File: src/sv/clc_pkg.sv
// Package for the classical letter cipher block: widths, register indexes,
// character codes and the small modulo-26 helper. No dependencies.
package clc_pkg;

  localparam int unsigned CharW         = 8;
  localparam int unsigned KeyLetterW    = 5;
  localparam int unsigned LettersPerReg = 12;
  localparam int unsigned KeyRegW       = LettersPerReg * KeyLetterW;
  localparam int unsigned MaxKeyLetters = 2 * LettersPerReg;
  localparam int unsigned CfgIdxW       = 8;
  localparam int unsigned CfgDataW      = KeyRegW;

  localparam logic [KeyLetterW-1:0] MaxKeyLen    = KeyLetterW'(MaxKeyLetters);
  localparam logic [KeyLetterW-1:0] AlphabetSize = KeyLetterW'(26);

  localparam logic [CharW-1:0] CharUpperA = 8'h41;
  localparam logic [CharW-1:0] CharUpperZ = 8'h5A;
  localparam logic [CharW-1:0] CharLowerA = 8'h61;
  localparam logic [CharW-1:0] CharLowerZ = 8'h7A;

  // Configuration register indexes
  localparam logic [CfgIdxW-1:0] CfgCipherMode = 8'd0;
  localparam logic [CfgIdxW-1:0] CfgEncrypt    = 8'd1;
  localparam logic [CfgIdxW-1:0] CfgCaesarSh   = 8'd2;
  localparam logic [CfgIdxW-1:0] CfgKeyLength  = 8'd3;
  localparam logic [CfgIdxW-1:0] CfgKeyLow     = 8'd4;
  localparam logic [CfgIdxW-1:0] CfgKeyHigh    = 8'd5;

  // Cipher mode codes
  localparam logic ModeCaesar   = 1'b0;
  localparam logic ModeVigenere = 1'b1;

  // Reduce a 5-bit shift into 0..25.
  function automatic logic [KeyLetterW-1:0] mod26(input logic [KeyLetterW-1:0] v);
    logic [KeyLetterW-1:0] r;
    r = (v >= AlphabetSize) ? (v - AlphabetSize) : v;
    return r;
  endfunction

endpackage

File: src/sv/classical_letter_cipher_top.sv
// Top level of the classical letter cipher (Caesar / Vigenere) stream block.
// Depends on clc_pkg for widths, register indexes and the modulo-26 helper.
// Holds the configuration registers, key position, cipher datapath and output register.

// Usage: one ASCII byte enters per transfer on the slave side and exactly one
// byte leaves on the master side, in order, in the next cycle at the
// earliest. The block sustains one byte per clock: the whole cipher step (letter
// detect, key letter select, add or subtract modulo 26) sits between the input
// handshake and a single output register, and the key position updates in the
// same cycle, so a new byte is taken every cycle while the output register is
// free or being drained. Letters A-Z and a-z are shifted within their own case;
// all other bytes pass unchanged and do not advance the key. In Vigenere mode
// the shift is the current key letter and the key position steps on letters
// only; in Caesar mode the fixed shift is used and the position holds. After a
// byte with tlast set the key position returns to zero. Shift values 26..31
// act as 0..5; a key length of 0 acts as 1 and above 24 acts as 24. Write the
// configuration only while no transfer is in flight; writes leave the key
// position alone. The configuration channel is always ready.
module classical_letter_cipher_top
  import clc_pkg::*;
(
  input  logic                clk_i,
  input  logic                rst_ni,
  // configuration write channel
  input  logic                cfg_valid_i,
  output logic                cfg_ready_o,
  input  logic [CfgIdxW-1:0]  cfg_index_i,
  input  logic [CfgDataW-1:0] cfg_data_i,
  // input byte stream
  input  logic                s_axis_tvalid,
  output logic                s_axis_tready,
  input  logic [CharW-1:0]    s_axis_tdata,   // [7:0] in_char
  input  logic                s_axis_tlast,   // last_of_message
  // output byte stream
  output logic                m_axis_tvalid,
  input  logic                m_axis_tready,
  output logic [CharW-1:0]    m_axis_tdata,   // [7:0] out_char
  output logic                m_axis_tlast    // last_out
);

  // Configuration registers
  logic                  mode_q;
  logic                  encrypt_q;
  logic [KeyLetterW-1:0] caesar_q;
  logic [KeyLetterW-1:0] key_len_q;
  logic [KeyRegW-1:0]    key_lo_q;
  logic [KeyRegW-1:0]    key_hi_q;

  // Stream state
  logic [KeyLetterW-1:0] key_pos_q, key_pos_d;
  logic                  out_valid_q;
  logic [CharW-1:0]      out_char_q, out_char_d;
  logic                  out_last_q;

  logic                  in_xfer;
  logic                  cfg_xfer;

  logic                  is_upper, is_lower, is_letter;
  logic [CharW-1:0]      base;
  logic [CharW-1:0]      offset_full;
  logic [KeyLetterW-1:0] offset;
  logic [KeyLetterW-1:0] eff_len;
  logic [KeyLetterW-1:0] pos_use;
  logic [KeyLetterW-1:0] pos_inc;
  logic [KeyLetterW-1:0] pos_next;
  logic [KeyLetterW-1:0] key_letter [MaxKeyLetters];
  logic [KeyLetterW-1:0] shift;
  logic [KeyLetterW:0]   sum;
  logic [KeyLetterW:0]   wrapped;

  // Output register frees up when empty or when it drains this cycle.
  assign s_axis_tready = !out_valid_q || m_axis_tready;
  assign in_xfer       = s_axis_tvalid && s_axis_tready;
  assign cfg_ready_o   = 1'b1;
  assign cfg_xfer      = cfg_valid_i && cfg_ready_o;

  assign m_axis_tvalid = out_valid_q;
  assign m_axis_tdata  = out_char_q;
  assign m_axis_tlast  = out_last_q;

  // Unpack the two key registers into letter slots.
  always_comb begin
    for (int i = 0; i < LettersPerReg; i++) begin
      key_letter[i]                 = key_lo_q[i*KeyLetterW +: KeyLetterW];
      key_letter[i + LettersPerReg] = key_hi_q[i*KeyLetterW +: KeyLetterW];
    end
  end

  // Cipher datapath
  always_comb begin
    is_upper    = (s_axis_tdata >= CharUpperA) && (s_axis_tdata <= CharUpperZ);
    is_lower    = (s_axis_tdata >= CharLowerA) && (s_axis_tdata <= CharLowerZ);
    is_letter   = is_upper || is_lower;
    base        = is_upper ? CharUpperA : CharLowerA;
    offset_full = s_axis_tdata - base;
    offset      = offset_full[KeyLetterW-1:0];

    // Clamp key length into 1..MaxKeyLetters.
    if (key_len_q == '0) begin
      eff_len = KeyLetterW'(1);
    end else if (key_len_q > MaxKeyLen) begin
      eff_len = MaxKeyLen;
    end else begin
      eff_len = key_len_q;
    end

    // Wrap a stale position (length lowered mid-message) before the read.
    pos_use  = (key_pos_q >= eff_len) ? '0 : key_pos_q;
    pos_inc  = pos_use + KeyLetterW'(1);
    pos_next = (pos_inc >= eff_len) ? '0 : pos_inc;

    shift = (mode_q == ModeVigenere) ? mod26(key_letter[pos_use]) : mod26(caesar_q);

    if (encrypt_q) begin
      sum = {1'b0, offset} + {1'b0, shift};
    end else begin
      sum = {1'b0, offset} + ({1'b0, AlphabetSize} - {1'b0, shift});
    end
    wrapped = (sum >= {1'b0, AlphabetSize}) ? (sum - {1'b0, AlphabetSize}) : sum;

    out_char_d = is_letter ? (base + CharW'(wrapped)) : s_axis_tdata;

    // Hold position on non-letters and in Caesar mode; drop to zero after last.
    key_pos_d = key_pos_q;
    if (s_axis_tlast) begin
      key_pos_d = '0;
    end else if (is_letter && (mode_q == ModeVigenere)) begin
      key_pos_d = pos_next;
    end
  end

  // Configuration registers
  always_ff @(posedge clk_i or negedge rst_ni) begin
    if (!rst_ni) begin
      mode_q    <= ModeVigenere;
      encrypt_q <= 1'b1;
      caesar_q  <= KeyLetterW'(3);
      key_len_q <= KeyLetterW'(1);
      key_lo_q  <= '0;
      key_hi_q  <= '0;
    end else if (cfg_xfer) begin
      unique case (cfg_index_i)
        CfgCipherMode: mode_q    <= cfg_data_i[0];
        CfgEncrypt:    encrypt_q <= cfg_data_i[0];
        CfgCaesarSh:   caesar_q  <= cfg_data_i[KeyLetterW-1:0];
        CfgKeyLength:  key_len_q <= cfg_data_i[KeyLetterW-1:0];
        CfgKeyLow:     key_lo_q  <= cfg_data_i[KeyRegW-1:0];
        CfgKeyHigh:    key_hi_q  <= cfg_data_i[KeyRegW-1:0];
        default: ;
      endcase
    end
  end

  // Key position and output valid
  always_ff @(posedge clk_i or negedge rst_ni) begin
    if (!rst_ni) begin
      key_pos_q   <= '0;
      out_valid_q <= 1'b0;
    end else begin
      if (in_xfer) begin
        key_pos_q   <= key_pos_d;
        out_valid_q <= 1'b1;
      end else if (m_axis_tready) begin
        out_valid_q <= 1'b0;
      end
    end
  end

  // Output payload: load on each input transfer.
  always_ff @(posedge clk_i) begin
    if (in_xfer) begin
      out_char_q <= out_char_d;
      out_last_q <= s_axis_tlast;
    end
  end

`ifndef NO_ASSERTIONS
  // A transfer marked last leaves the key position at zero.
  assert property (@(posedge clk_i) disable iff (!rst_ni)
    in_xfer && s_axis_tlast |=> key_pos_q == '0)
    else $error("key position not cleared after last byte");

  // Non-letters come out unchanged.
  assert property (@(posedge clk_i) disable iff (!rst_ni)
    in_xfer && !is_letter |=> m_axis_tdata == $past(s_axis_tdata))
    else $error("non-letter byte altered");

  // Caesar mode never moves the key position except at message end.
  assert property (@(posedge clk_i) disable iff (!rst_ni)
    in_xfer && (mode_q == ModeCaesar) && !s_axis_tlast |=> $stable(key_pos_q))
    else $error("key position moved in Caesar mode");

  // Every accepted byte produces a pending result next cycle.
  assert property (@(posedge clk_i) disable iff (!rst_ni)
    in_xfer |=> m_axis_tvalid)
    else $error("accepted byte produced no result");
`endif

endmodule
File: config.mk
export PLATFORM = sky130hd
export DESIGN_NAME = classical_letter_cipher_top
export DESIGN_NICKNAME = d
export VERILOG_FILES = /design/src/sv/clc_pkg.sv /design/src/sv/classical_letter_cipher_top.sv
export SDC_FILE = /design/constraint.sdc
export NUM_CORES = 1
export LEC_CHECK = 0
export BUFFER_PORTS_ARGS = -buffer_cell sky130_fd_sc_hd__buf_4
export CORE_MARGIN = 8
export CORE_UTILIZATION = 25
export DETAILED_ROUTE_END_ITERATION = 8
export PLACE_DENSITY = 0.41
export SLEW_MARGIN = 30
export SYNTH_ARGS = -nofsm -noshare
export SYNTH_HDL_FRONTEND = slang
export SYNTH_SLANG_ARGS = --single-unit
File: constraint.sdc
create_clock -name clk_i -period 8.1 [get_ports clk_i]
set_clock_uncertainty 0.1 [all_clocks]
set_input_delay 0.405 -clock clk_i [delete_from_list [all_inputs] [get_ports clk_i]]
set_output_delay 0.405 -clock clk_i [all_outputs]
set_load 0.05 [all_outputs]
==> metrics.txt, run 1 <==
worst hold slack 68.4 ps; Crit Path Class flop to flop; WL met1 10800 um; status complete, no violations; Initial Util 25.3%; leakage 4.57 nW; Arr. time, crit path 7380 ps; Worst Hold Class input pin to flop; crit path time final 7200 ps; global-route wire length before repair 37500 um; share of cells above drive strength 1 37.3%; post-route insts no fill 1266; Root Buffer clkbuf_16; flops & latches, synth 147; vias in the first global route 6340; # placed instances 1233; metal2 WL 11800 um; pwr dens 237 nW/um2; All-Layer GR Usage 12.3%; final worst path period share 88.9%; crit path launch type flop; Max Buffers Root-to-Sink 2; final net count 922; Total Wirelength 23800 um; met3 wire length 841 um; CTS buffer count 17; RSZ-0062 raised after global routing no; Synth Area per Inst 11.6 um2; num rows 67; Detailed Routing Iterations Pass 1 4; critical-path maximum fanout 11; Die W 200 um; largest cells by area after synthesis dfrtp_1 (39%), mux2_2 (18%), ha_1 (4.9%); peak supply drop 0.000152 V; Post-synth EDFFs 9; Top Layer Used met4; Setup Viol. Count Final 0; Die ar. 39900 um2; Setup TNS Final 0 ps; post-DR wirelength/cell 18.8 um; distinct cell type count after synthesis 82; DR DRC count 0; CP required 8280 ps; H-Tree Depth 4; Mapped Cells 727; GP Congestion 0.781; fmax 139 MHz; top post-synthesis cells by count mux2_2 (134), dfrtp_1 (133), nand2_1 (50), nor2_1 (35), ha_1 (33); most common cell in the synthesized netlist mux2_2; Mapped Nets 844; Hold Vio Cnt, Final 0; final slew viol count 0; largest net degree at the start of global routing 75; CTS tree done; Ports 94; Post-Syn Area 8440 um2; drt via density 4.70; Slew HR 41.0%; total power 0.00241 W; Max-cap violations 0; die height 200 um; DPL Wire Length 17100 um; Skew-Pair Late Insertion Delay 440 ps; diodes inserted 0; Synth Warn # 0; number of post-CTS setup repair buffers 0; ys async rst share 93.9%; Synth top area share 39.4%; global route overflow 0; Synth area leader dfrtp_1; clk sinks 147; Port Buffer Count 92; Slew @ Worst Pin 885 ps; Synth Flop Type dfrtp_1; core area 33400 um2; Vias 5944; Routed Antenna Nets 0; Worst-path clk slew 70 ps; initial antenna violation count 0; Iteration-0 DRC Markers 218; post-synthesis sequential area ratio 44.2%; CP Capture Type flop; Syn-to-layout area delta 20.4%
sequential cells by signal, summed over array words and instances, names as in the netlist:
| register | flops |
|---|---|
| key_len_q | 5 |
| caesar_q | 5 |
| m_axis_tlast | 1 |
| key_lo_q | 60 |
| m_axis_tdata | 8 |
| mode_q | 1 |
| key_hi_q | 60 |
| key_pos_q | 5 |
| m_axis_tvalid | 1 |
| encrypt_q | 1 |
placed cells by master, fill, tap and decap left out, types with 9 or more instances in the layout:
| cell | instances |
|---|---|
| mux2_2 | 134 |
| dfrtp_1 | 132 |
| buf_4 | 97 |
| nand2_1 | 50 |
| nor2_1 | 34 |
| ha_1 | 33 |
| o21ai_0 | 28 |
| inv_1 | 27 |
| a21oi_1 | 24 |
| clkbuf_16 | 17 |
| mux2i_1 | 16 |
| mux4_2 | 14 |
| nor3_1 | 13 |
| nand3_1 | 12 |
| nor2b_1 | 10 |
| edfxtp_1 | 9 |
layer usage:
metal,up-vias,track usage [%]
li1,2837,-
met1,2997,15.9
met2,94,20.9
met3,16,2.62
met4,0,3.22
met5,-,0
stage by stage:
stage               utilization, %  setup slack (ps)  instance area (um2)
floorplan                        -              1900                 8440
global route                  30.5               339                10200
detailed placement            28.5               933                 9510
finish                        30.5               897                10200
CTS                           30.5               913                10200
global placement              28.5              1010                 9510
report_power, final:
group          switching [W]  internal, W
Sequential         0.0000228     0.000787
Clock               0.000387     0.000477
Combinational       0.000437     0.000299
Total               0.000847      0.00156
path summary, 6_finish.rpt:
path,from,end,slack [ps],depth (start not counted)
worst max-delay path,key_len_q[4],m_axis_tdata[5],900,24
min in group asynchronous,rst_ni,key_lo_q[20],460,2
worst min-delay path,s_axis_tvalid,m_axis_tvalid,70,2
max in group asynchronous,rst_ni,key_lo_q[42],6060,3
worst max register to register,key_len_q[4],m_axis_tdata[5],900,24
worst min register to register,key_hi_q[20],key_hi_q[20],400,1
critical path, stage by stage (launching register included):
cell	delay (ps)
dfrtp_1	400
nor3_1	240
nor2_1	60
o2bb2ai_1	220
ha_1	270
and2b_1	260
or2_0	440
nand2_2	280
o41ai_2	690
inv_1	130
ha_1	300
nor2_1	40
and4_1	250
a311o_1	320
ha_1	390
inv_1	110
fa_1	470
mux2i_1	410
ha_1	360
nand2_1	80
mux2_2	260
nor3_1	160
ha_1	280
or3_1	370
a31oi_1	170
cells by family (layout without fill, tap and decap cells):
kind of cell	Yosys count	in the layout	share of synthesized area, %
simple gates	168	168	10.2
mux	165	165	23.7
flops	147	147	44.2
compound gates	129	129	10.9
buf+inv	67	158	4.06
fa+ha+maj	35	35	5.37
xor+xnor	15	15	1.56
other cells	1	1	0.0444
area by class of cell:
class | count | area [um2]
Clock buffer | 17 | 425
Clock inverter | 15 | 211
Fill cell | 3525 | 23200
Inverter | 27 | 101
Multi-Input combinational cell | 513 | 4380
Sequential cell | 147 | 3730
Tap cell | 448 | 561
Timing Repair Buffer | 99 | 749
repair_timing:
action,CTS,global route
hold buffers,1,0
gates resized for setup,0,0
hold endpoints to repair,69,0
(Power assumes the default switching activity.)
==> run 2, diff against run 1 <==
--- a/config.mk
+++ b/config.mk
@@ -8,6 +8,7 @@
 export BUFFER_PORTS_ARGS = -buffer_cell sky130_fd_sc_hd__buf_4
 export CORE_MARGIN = 8
 export CORE_UTILIZATION = 25
+export CTS_BUF_LIST = sky130_fd_sc_hd__clkbuf_4 sky130_fd_sc_hd__clkbuf_8
 export DETAILED_ROUTE_END_ITERATION = 8
 export PLACE_DENSITY = 0.41
 export SLEW_MARGIN = 30
==> run 2 against run 1 <==
  * Global-route usage fell by 0.082 points
  * Sequential cell count stayed put
  * Routed wire length is 0.28% lower
  * Clock power down 24%
  * Die area stayed put
  * Critical path type unchanged
  * Critical endpoint unchanged
==> metrics.txt, run 2 (synthesized netlist as in run 1, its figures left out) <==
status complete, no violations (unchanged); Ports 94 (unchanged); Port Buffer Count 92 (unchanged); global route overflow 0 (unchanged); Setup Viol. Count Final 0 (unchanged); Die ar. 39900 um2 (unchanged); CTS buffer count 17 (unchanged); Total Wirelength 23700 um (was 23800 um); Slew @ Worst Pin 896 ps (was 885 ps); Crit Path Class flop to flop (unchanged); total power 0.00220 W (was 0.00241 W); worst hold slack 63.5 ps (was 68.4 ps); fmax 138 MHz (was 139 MHz); peak supply drop 0.000126 V (was 0.000152 V); switch share 37.2% (was 35.2%); share of cells above drive strength 1 37.2% (was 37.3%); Syn-to-layout area delta 18.2% (was 20.4%); DPL Wire Length 17100 um (unchanged); All-Layer GR Usage 12.3% (about the same); # placed instances 1233 (unchanged); Gate power share 33.5% (was 30.5%); Reg power frac 36.8% (was 33.6%); Detailed Routing Iterations Pass 1 4 (unchanged); Die W 200 um (unchanged); commonest non-fill, non-tap cells in the layout mux2_2 (134), dfrtp_1 (132), buf_4 (97), nand2_1 (50), nor2_1 (34) (unchanged); critical-path maximum fanout 11 (unchanged); clk sinks 147 (unchanged); Arr. time, crit path 7460 ps (was 7380 ps); CP Capture Type flop (unchanged); commonest non-fill, non-tap cell in the layout mux2_2 (unchanged); Clock Power Share 29.8% (was 35.9%); die height 200 um (unchanged); Worst Hold Class input pin to flop (unchanged); Routed Antenna Nets 0 (unchanged); Skew-Pair Late Insertion Delay 470 ps (was 440 ps); Worst-path clk slew 100 ps (was 70 ps); drt via density 4.66 (was 4.70); Net Switching 0.000819 W (was 0.000847 W); GP Congestion 0.781 (unchanged); post-DR wirelength/cell 18.7 um (was 18.8 um); vias in the first global route 6307 (was 6340); crit path launch type flop (unchanged); internal power 0.00138 W (was 0.00156 W); diodes inserted 0 (unchanged); H-Tree Depth 4 (unchanged); initial antenna violation count 0 (unchanged); Setup TNS Final 0 ps (unchanged); Initial Util 25.3% (unchanged); CTS tree done (unchanged); global-route wire length before repair 37300 um (was 37500 um); final worst path period share 89.3% (was 88.9%); DR DRC count 0 (unchanged); post-route insts no fill 1267 (was 1266); pwr dens 220 nW/um2 (was 237 nW/um2); RSZ-0062 raised after global routing no (unchanged); final slew viol count 0 (unchanged); CP required 8320 ps (was 8280 ps); Max-cap violations 0 (unchanged); final net count 923 (was 922); Post-CTS Resized 0 (unchanged); Slew HR 40.2% (was 41.0%); largest net degree at the start of global routing 75 (unchanged); leakage 4.49 nW (was 4.57 nW); Vias 5903 (was 5944); core area 33400 um2 (unchanged); num rows 67 (unchanged); Max Buffers Root-to-Sink 2 (unchanged); Root Buffer clkbuf_8 (was clkbuf_16); Hold Vio Cnt, Final 0 (unchanged); Iteration-0 DRC Markers 256 (was 218); crit path time final 7240 ps (was 7200 ps)
-- run 2: cell count changes in the layout (fill, tap and decap cells not counted), sizes merged --
cell	previous run	this run
dlygate4sd3	1	2
-- run 2: cell type report --
cell class              instances  area (um2)
flip-flops and latches        147        3730
clock buffers                  17         234
inverters                      27         101
multi-input cells             513        4380
repair buffers                100         759
well taps                     448         561
fillers                      3545       23400
clock inverters                15         211
-- run 2: what timing repair did --
action                    CTS  global route
hold buffers                2             0
hold endpoints to repair   70             0
setup buffers               0             0
-- run 2: critical path, stage by stage, from the launching register on --
cell and delay [ps]:
dfrtp_1 410, nor3_1 240, nor2_1 60, o2bb2ai_1 220, ha_1 270, and2b_1 270
or2_0 430, nand2_2 270, o41ai_2 730, inv_1 140, ha_1 310, nor2_1 40
and4_1 250, a311o_1 320, ha_1 390, inv_1 110, fa_1 470, mux2i_1 410
ha_1 360, nand2_1 80, mux2_2 260, nor3_1 160, ha_1 280, or3_1 370
a31oi_1 170
-- run 2: path summary, 6_finish.rpt --
path | end | depth (start not counted) | from | slack, ps
max reg2reg | m_axis_tdata[5] | 24 | key_len_q[4] | 860
min in group asynchronous | key_lo_q[20] | 2 | rst_ni | 420
max | m_axis_tdata[5] | 24 | key_len_q[4] | 860
min | m_axis_tlast | 1 | s_axis_tlast | 60
min reg2reg | key_hi_q[20] | 1 | key_hi_q[20] | 410
max in group asynchronous | key_hi_q[41] | 3 | rst_ni | 6120
-- run 2: metal layers --
| metal | track usage (%) | wire [um] | vias up | share of wire, % |
|---|---|---|---|---|
| met5 | 0 | 0 | - | 0 |
| met4 | 3.35 | 388 | 0 | 1.6 |
| met3 | 2.58 | 771 | 18 | 3.3 |
| met2 | 20.5 | 11700 | 84 | 49 |
| met1 | 15.8 | 10900 | 2956 | 46 |
| li1 | - | - | 2845 | - |
-- run 2: power by group through the flow --
| stage | logic, W | registers, W | clock network (W) |
|---|---|---|---|
| 4_1_cts | 0.000746 | 0.000810 | 0.000684 |
| 6_report | 0.000736 | 0.000809 | 0.000655 |
| 3_5_place_dp | 0.000742 | 0.000825 | 0 |
| 5_1_grt | 0.000826 | 0.000816 | 0.000716 |
| 2_1_floorplan | 0.000532 | 0.000841 | 0 |
| 3_3_place_gp | 0.000748 | 0.000824 | 0 |
-- run 2: through the flow --
step	setup slack, ps	area [um2]	utilization [%]
finish	864	9980	29.9
global route	342	9980	29.9
CTS	914	9980	29.9
detailed placement	933	9510	28.5
global placement	1010	9510	28.5
floorplan	1900	8440	-
==> run 3, diff against run 2 <==
--- a/config.mk
+++ b/config.mk
@@ -10,7 +10,6 @@
 export CORE_UTILIZATION = 25
 export CTS_BUF_LIST = sky130_fd_sc_hd__clkbuf_4 sky130_fd_sc_hd__clkbuf_8
 export DETAILED_ROUTE_END_ITERATION = 8
-export PLACE_DENSITY = 0.41
 export SLEW_MARGIN = 30
 export SYNTH_ARGS = -nofsm -noshare
 export SYNTH_HDL_FRONTEND = slang
==> run 3 against run 2 <==
  * Via count increased by 0.97%
  * Fmax increased by 0.58%
  * Worst setup slack better by 42 ps
  * Routed wire length is 7.3% lower
  * Critical endpoint unchanged
  * Highest routed layer unchanged
==> metrics.txt, run 3 (synthesized netlist as in run 1, its figures left out) <==
Worst-path clk slew 110 ps (was 100 ps); internal power 0.00135 W (was 0.00138 W); RSZ-0062 raised after global routing no (unchanged); clk sinks 147 (unchanged); All-Layer GR Usage 11.4% (was 12.3%); DR DRC count 0 (unchanged); largest net degree at the start of global routing 93 (was 75); num rows 67 (unchanged); H-Tree Depth 4 (unchanged); Place WS 984 ps (was 933 ps); FF-to-FF path depth 24 (unchanged); Setup TNS Final 0 ps (unchanged); final worst path period share 88.8% (was 89.3%); final slew viol count 0 (unchanged); Post-CTS Resized 0 (unchanged); RR Startpoint key_len_q[4] (unchanged); final net count 923 (unchanged); Setup crit start key_len_q[4] (unchanged); Multi-input gate area 4380 um2 (unchanged); initial antenna violation count 0 (unchanged); Worst Setup EP m_axis_tdata[5] (unchanged); core area 33400 um2 (unchanged); number of fill cells in the layout 3489 (was 3545); pwr dens 215 nW/um2 (was 220 nW/um2); peak supply drop 0.000126 V (about the same); leakage 4.48 nW (was 4.49 nW); share of cells above drive strength 1 37.2% (unchanged); CTS tree done (unchanged); Port Buffer Count 92 (unchanged); Crit Path Class flop to flop (unchanged); post-DR wirelength/cell 17.4 um (was 18.7 um); Gate power share 33.7% (was 33.5%); Hold Vio Cnt, Final 0 (unchanged); most frequent CP cell ha_1 (unchanged); commonest non-fill, non-tap cell in the layout mux2_2 (unchanged); DPL Wire Length 16100 um (was 17100 um); critical-path maximum fanout 11 (unchanged); status complete, no violations (unchanged); Routed Antenna Nets 0 (unchanged); Setup Viol. Count Final 0 (unchanged); drt via density 4.70 (was 4.66); global-route wire length before repair 35400 um (was 37300 um); Die W 200 um (unchanged); die height 200 um (unchanged); Net Switching 0.000792 W (was 0.000819 W); Total Wirelength 22000 um (was 23700 um); CP max-delay cell o41ai_2 (unchanged); CP Capture Type flop (unchanged); Slew @ Worst Pin 867 ps (was 896 ps); Worst Hold Class input pin to flop (unchanged); Slew HR 42.2% (was 40.2%); FF-to-FF End m_axis_tdata[5] (unchanged); Skew-Pair Late Insertion Delay 470 ps (about the same); Critical Path Stages 24 (unchanged); Clock Power Share 28.5% (was 29.8%); Ports 94 (unchanged); Iteration-0 DRC Markers 371 (was 256); diodes inserted 0 (unchanged); vias in the first global route 6266 (was 6307); global route overflow 0 (unchanged); Root Buffer clkbuf_8 (unchanged); total power 0.00214 W (was 0.00220 W); Post-CTS Hold Buffers 2 (unchanged); fmax 139 MHz (was 138 MHz); crit path launch type flop (unchanged); Vias 5960 (was 5903); Reg power frac 37.8% (was 36.8%); switch share 37.0% (was 37.2%); commonest non-fill, non-tap cells in the layout mux2_2 (134), dfrtp_1 (132), buf_4 (97), nand2_1 (50), nor2_1 (34) (unchanged); Detailed Routing Iterations Pass 1 5 (was 4); delay-heaviest family, CP adder cells (was simple AND/OR/NAND/NOR gates); Buf+Inv Stages, Crit Path 1 (was 2); number of post-CTS setup repair buffers 0 (unchanged); Reg2Reg Setup Slack 910 ps (was 860 ps); Initial Util 25.3% (unchanged); final setup margin 906 ps (was 864 ps); CTS buffer count 17 (unchanged); Max Buffers Root-to-Sink 2 (unchanged); Cell Chain, Critical Path nor3_1 -> nor2_1 -> o2bb2ai_1 -> ha_1 -> and2b_1 -> or2_0 -> nand2_2 -> o41ai_2 -> inv_1 -> ha_1 -> nor2_1 -> a211oi_1 -> a211oi_2 -> ha_1 -> ha_1 -> fa_1 -> mux2i_1 -> ha_1 -> nand2_1 -> mux2_2 -> nor3_1 -> ha_1 -> or3_1 -> a31oi_1 (was nor3_1 -> nor2_1 -> o2bb2ai_1 -> ha_1 -> and2b_1 -> or2_0 -> nand2_2 -> o41ai_2 -> inv_1 -> ha_1 -> nor2_1 -> and4_1 -> a311o_1 -> ha_1 -> inv_1 -> fa_1 -> mux2i_1 -> ha_1 -> nand2_1 -> mux2_2 -> nor3_1 -> ha_1 -> or3_1 -> a31oi_1); GP Congestion 0.877 (was 0.781); CP required 8310 ps (was 8320 ps); Die ar. 39900 um2 (unchanged); Max-cap violations 0 (unchanged); crit path time final 7190 ps (was 7240 ps); Arr. time, crit path 7410 ps (was 7460 ps); max incr delay on CP 670 ps (was 730 ps); register area 3730 um2 (unchanged); Syn-to-layout area delta 18.0% (was 18.2%)
-- run 3: cell count changes in the layout (fill, tap and decap cells not counted) --
cell,before,now
buf_6,1,0
bufinv_16,2,1
clkbuf_8,17,18
clkinv_4,1,0
clkinvlp_4,0,1
inv_6,5,6
-- run 3: final cells by class --
| class | count | share of cell area, % |
|---|---|---|
| clock buffer | 17 | 2.35 |
| clock inverter | 15 | 1.90 |
| inverter | 27 | 1.02 |
| multi-input combinational | 513 | 44.0 |
| sequential | 147 | 37.5 |
| tap | 448 | 5.63 |
| timing repair buffer | 100 | 7.65 |
-- run 3: layer usage --
| layer | part of all wire (%) | global-route usage [%] |
|---|---|---|
| met2 | 50 | 18.9 |
| met5 | 0 | 0 |
| met1 | 45 | 15.0 |
| met4 | 0.94 | 2.59 |
| met3 | 4.7 | 2.46 |
-- run 3: how the worst min path moves through the flow --
stage	from	to	slack (ps)	cells past startpoint
2_1_floorplan	rst_ni	caesar_q[2]	9	0
5_1_grt	cfg_data_i[48]	key_lo_q[48]	30	2
3_3_place_gp	key_hi_q[16]	key_hi_q[16]	380	1
6_report	cfg_data_i[52]	key_hi_q[52]	70	2
3_5_place_dp	key_hi_q[9]	key_hi_q[9]	390	1
4_1_cts	s_axis_tlast	m_axis_tlast	30	1
-- run 3: per-stage QoR --
step	instance area (um2)	utilization, %	hold slack, ps	std cells
floorplan	8440	-	9.41	727
global placement	9510	28.5	382	1233
detailed placement	9510	28.5	390	1233
CTS	9960	29.8	28.0	1267
global route	9960	29.8	25.9	1267
finish	9960	29.8	68.2	1267
-- run 3: power by group through the flow --
stage,clock [W],combinational (W),sequential (W)
after floorplan,0,0.000532,0.000841
after detailed placement,0,0.000719,0.000824
after global placement,0,0.000715,0.000822
after CTS,0.000631,0.000724,0.000809
final,0.000611,0.000722,0.000809
after global routing,0.000663,0.000808,0.000815
